--- src/sv/rsh_pkg.sv ---
// Shared types, constants and codes for the rolling substring hash block.
package rsh_pkg;

  // String store sizing.
  localparam int MAX_LEN = 1024;
  localparam int POS_W = $clog2(MAX_LEN + 1);
  localparam int CHAR_AW = $clog2(MAX_LEN);
  localparam int TAB_DEPTH = MAX_LEN + 1;
  localparam int CHAR_W = 8;

  // Hash arithmetic widths.
  localparam int HW = 30;
  localparam int PROD_W = 2 * HW;
  localparam int X_W = 65;
  localparam int RED_STEPS = 4;
  localparam int RED_CYC = (X_W - 1) / RED_STEPS;
  localparam int RED_CNT_W = $clog2(RED_CYC);

  // Configuration registers.
  localparam int CFG_IDX_W = 1;
  localparam logic [CFG_IDX_W-1:0] CFG_MODULUS = 1'b0;
  localparam logic [CFG_IDX_W-1:0] CFG_BASE = 1'b1;
  localparam logic [HW-1:0] MODULUS_RST = 30'd998244353;
  localparam logic [HW-1:0] BASE_RST = 30'd131;

  // Request function codes.
  localparam logic [1:0] FUNC_LOAD = 2'd0;
  localparam logic [1:0] FUNC_HASH = 2'd1;
  localparam logic [1:0] FUNC_CMP = 2'd2;
  localparam logic [1:0] FUNC_PAL = 2'd3;

  // Result status codes.
  localparam logic [1:0] ST_OK = 2'd0;
  localparam logic [1:0] ST_RANGE = 2'd1;
  localparam logic [1:0] ST_NOREV = 2'd2;

  // A decoded request as it travels from the front end to the back end.
  typedef struct packed {
    logic [1:0]               func;
    logic signed [CHAR_W-1:0] char_value;
    logic                     last_char;
    logic [POS_W-1:0]         start_one;
    logic [POS_W-1:0]         end_one;
    logic [POS_W-1:0]         start_two;
    logic [POS_W-1:0]         end_two;
    logic                     ord_one;
    logic                     ord_two;
    logic [POS_W-1:0]         len_one;
    logic [POS_W-1:0]         len_two;
  } cmd_t;

  // Request to the modular multiply-add unit: (a*b + c) or (c - a*b), mod m.
  typedef struct packed {
    logic               start;
    logic [HW-1:0]      a;
    logic [HW-1:0]      b;
    logic signed [HW:0] c;
    logic               neg;
  } mad_req_t;

  typedef struct packed {
    logic          busy;
    logic          done;
    logic [HW-1:0] res;
  } mad_rsp_t;

endpackage

--- src/sv/rsh_front.sv ---
// Front end: accepts requests, precomputes range order and length, queues them.
module rsh_front (
  input  logic                           clk,
  input  logic                           rst_n,
  input  logic                           push,
  output logic                           full,
  input  logic [1:0]                     in_func,
  input  logic signed [rsh_pkg::CHAR_W-1:0] in_char_value,
  input  logic                           in_last_char,
  input  logic [rsh_pkg::POS_W-1:0]      in_start_one,
  input  logic [rsh_pkg::POS_W-1:0]      in_end_one,
  input  logic [rsh_pkg::POS_W-1:0]      in_start_two,
  input  logic [rsh_pkg::POS_W-1:0]      in_end_two,
  output logic                           cmd_valid,
  output rsh_pkg::cmd_t                  cmd,
  input  logic                           cmd_pop
);

  rsh_pkg::cmd_t q_r [2];
  rsh_pkg::cmd_t dec;
  logic wr_r, wr_nxt, rd_r, rd_nxt;
  logic [1:0] cnt_r, cnt_nxt;
  logic do_push, do_pop;

  // Classify the incoming request.
  always_comb begin
    dec.func = in_func;
    dec.char_value = in_char_value;
    dec.last_char = in_last_char;
    dec.start_one = in_start_one;
    dec.end_one = in_end_one;
    dec.start_two = in_start_two;
    dec.end_two = in_end_two;
    dec.ord_one = (in_start_one <= in_end_one);
    dec.ord_two = (in_start_two <= in_end_two);
    dec.len_one = in_end_one - in_start_one;
    dec.len_two = in_end_two - in_start_two;
  end

  // Two-entry queue toward the back end.
  assign full = (cnt_r == 2'd2);
  assign cmd_valid = (cnt_r != 2'd0);
  assign cmd = q_r[rd_r];
  assign do_push = push && !full;
  assign do_pop = cmd_pop && cmd_valid;

  always_comb begin
    wr_nxt = wr_r ^ do_push;
    rd_nxt = rd_r ^ do_pop;
    cnt_nxt = cnt_r + {1'b0, do_push} - {1'b0, do_pop};
  end

  always_ff @(posedge clk) begin
    if (!rst_n) begin
      wr_r <= 1'b0;
      rd_r <= 1'b0;
      cnt_r <= 2'd0;
    end else begin
      wr_r <= wr_nxt;
      rd_r <= rd_nxt;
      cnt_r <= cnt_nxt;
    end
    if (do_push) begin
      q_r[wr_r] <= dec;
    end
  end

endmodule

--- config.mk ---
export PLATFORM = sky130hd
export DESIGN_NAME = rsh_front
export DESIGN_NICKNAME = d
export VERILOG_FILES = /design/src/sv/rsh_pkg.sv /design/src/sv/rsh_front.sv
export SDC_FILE = /design/constraint.sdc
export NUM_CORES = 1
export LEC_CHECK = 0
export ABC_AREA = 1
export BUFFER_PORTS_ARGS = -buffer_cell sky130_fd_sc_hd__buf_2
export CAP_MARGIN = 10
export CORE_ASPECT_RATIO = 1.5
export CORE_UTILIZATION = 40
export CTS_BUF_LIST = sky130_fd_sc_hd__clkbuf_8
export DETAILED_ROUTE_END_ITERATION = 6
export PLACE_DENSITY = 0.72
export SYNTH_ARGS = -nofsm -noshare
export SYNTH_HDL_FRONTEND = slang
export SYNTH_SLANG_ARGS = --single-unit
--- constraint.sdc ---
create_clock -name clk -period 4.35 [get_ports clk]
set_clock_uncertainty 0.15 [all_clocks]
set_input_delay 0.6525 -clock clk [delete_from_list [all_inputs] [get_ports clk]]
set_output_delay 0.6525 -clock clk [all_outputs]
set_load 0.05 [all_outputs]
==> flow_summary.json <==
{
  "ys_ff_latch": 163,
  "drc": 8,
  "fin_crit_ns": 3.05,
  "worst_slack_ns": 1.30,
  "clock_sinks": 163,
  "avgViaCountPerCell": 4.80,
  "finalPower_w": 0.00541,
  "rsz0062_at_grt": "false",
  "crit_slowest_cell": "dfxtp_4",
  "worst_slew_pin_slew_ns": 1.12,
  "first_pass_iters": 6,
  "wl_per_cell_um": 15.3,
  "hold_viol": 0,
  "setup_viol": 0,
  "p_clk_frac": 0.184,
  "cts_made_buffers": 17,
  "synthAdderAreaFrac": 0.0504,
  "stdcell_area_um2": 8560,
  "post-cts-setup-buffer-count": 0,
  "synth_nets": 613,
  "antenna_found_initial": 0,
  "first_iter_violations": 153,
  "synth_compound_area_frac": 0.0107,
  "ios": 140,
  "cp.required_ns": 3.55,
  "clk_path_buf_depth": 2,
  "slew_viol_final": 0,
  "clk_pin_slew_ns": 0.09,
  "num_vias": 4347,
  "dieHeight_um": 167,
  "p_per_area_nw_per_um2": 632,
  "startpoint_type": "register",
  "num_rows": 59,
  "p_sw_frac": 0.418,
  "insertion_delay_ns": 0.44,
  "fillers": 1586,
  "violations": "DRC",
  "outcome": "finished with violations",
  "crit_chain": "mux2_2, buf_2",
  "yosys.area_share.simple": 0.0891,
  "wirelength_mm": 13.9,
  "overflow": 0,
  "relSlewSlack": 0.253,
  "layout_commonest_cell": "edfxtp_1",
  "cts.repair.resized": 0,
  "max_freq_mhz": 328,
  "fin_crit_sh": 0.701,
  "ys_types": 22,
  "final_nets": 766,
  "synth_top_family_by_area": "multiplexers",
  "grt_pass1_vias": 4510,
  "synth-warning-count": 0,
  "crit_fanout": 79,
  "routabilityCongestion": 0.836,
  "synth-xor-area-share": 0.0121,
  "syn2layout_area_growth_pct": 18.1,
  "seqPwrFrac": 0.416,
  "synthCells": 526,
  "tritoncts": "yes",
  "grt_start_max_net_pins": 80,
  "grt_pass1_wl_mm": 22.0,
  "synthMuxAreaShare": 0.128,
  "endpoint_kind": "primary output",
  "max-cap-violations": 0,
  "placed_area_um2": 8210,
  "p_sw_w": 0.00226,
  "cts_root_buf": "clkbuf_8",
  "arrival_ns": 2.25,
  "synth_area_um2": 7250,
  "dp_slack_ns": 1.73,
  "h-tree-depth": 4,
  "core_area_um2": 17600,
  "dp_hpwl_mm": 9.84,
  "drtAntennaViolNets": 0,
  "drive_above_1_share": 0.367,
  "tns_ns": 0,
  "comb_power_share": 0.400,
  "antenna_cells": 0,
  "ir_drop_uv": 407,
  "hold_path_class": "primary input to register",
  "mostFrequentLayoutCells": "edfxtp_1 (158), buf_2 (139), nand2_1 (99), mux2_2 (69), inv_1 (64)",
  "p_leak_nw": 3.58,
  "dieArea_um2": 18700,
  "crit_type": "register to primary output",
  "grtUsageTotal": 0.158,
  "slowest_delay_ns": 1.10,
  "port_buffers": 139,
  "p_int_w": 0.00315,
  "ys_seq_area_frac": 0.668,
  "cts_hold_buf": 0,
  "fp.dieW_um": 112,
  "start_util": 0.413,
  "syn_area_per_cell_um2": 13.8
}
Yosys cell counts, drive strengths merged:
library cell  instances  area [um2]
edfxtp              158        4740
nand2                99         372
mux2                 79         927
inv                  63         236
nor2                 29         109
ha                   26         325
nand3                23         115
a21oi                12        60.1
buf                   9        63.8
xor2                  8        70.1
dfxtp                 5         100
nand4                 4        25.0
fa                    2        40.0
o21ai                 2        10.0
xnor2                 2        17.5
and3                  1        6.26
nand3b                1        7.51
nor3                  1        5.00
o21a                  1        7.51
or2                   1        6.26
layout make-up:
| cell class | count | area [um2] | area share |
|---|---|---|---|
| Tap cell | 213 | 267 | 0.0311 |
| Timing Repair Buffer | 143 | 726 | 0.0848 |
| Clock buffer | 17 | 234 | 0.0273 |
| Clock inverter | 15 | 118 | 0.0137 |
| Multi-Input combinational cell | 291 | 2130 | 0.249 |
| Sequential cell | 163 | 4850 | 0.567 |
| Inverter | 63 | 236 | 0.0276 |
flip-flops by register name (all words and copies together), names as in the netlist, named ones only:
register	count
rd_r	1
q_r	158
wr_r	1
cnt_r	2
metal layers:
metal / wire length [um] / track usage / vias up / share of wire
met5: 0 / 0 / - / 0
met4: 312 / 0.0770 / 0 / 0.022
met3: 761 / 0.0466 / 19 / 0.055
met2: 7400 / 0.290 / 125 / 0.53
met1: 5410 / 0.160 / 2056 / 0.39
li1: - / - / 2147 / -
path summary, 6_finish.rpt:
| kind | startpoint | endpoint | slack (ns) | cells past startpoint |
|---|---|---|---|---|
| worst min-delay path | in_func[1] | q_r[0][78] | 0.24 | 1 |
| worst max-delay path | register | cmd[10] | 1.30 | 2 |
| worst max register to register | cnt_r[1] | q_r[0][69] | 2.17 | 5 |
| worst min register to register | rd_r | register | 0.37 | 2 |
through the flow:
step / util / hold slack, ns / instances
floorplan: - / 0.331 / 526
global placement: 0.467 / 0.351 / 873
detailed placement: 0.467 / 0.358 / 873
CTS: 0.487 / 0.194 / 905
global route: 0.487 / 0.194 / 905
finish: 0.487 / 0.236 / 905
kinds of logic (layout without fill, tap and decap cells):
family	after synthesis	count (layout)
DFF	163	163
AOI/OAI and AO/OA	15	15
xor gates and xnor gates	10	10
buffers and inverters	72	238
adders and majority gates	28	28
and+or+nand+nor	159	159
muxes	79	79
worst max-delay path: cells and delay by family, from the launching register on:
| kind | cells | cell delay, ns |
|---|---|---|
| buffers and inverters | 1 | 0.22 |
| muxes | 1 | 0.46 |
| DFF | 1 | 1.10 |
power groups by stage:
stage	combinational, W	sequential, W	clock (W)
finish	0.00217	0.00225	0.000997
global route	0.00229	0.00229	0.00109
CTS	0.00219	0.00226	0.00103
detailed placement	0.00218	0.00230	0
global placement	0.00218	0.00228	0
floorplan	0.00184	0.00217	0
Power figures use the tool's default switching activity.
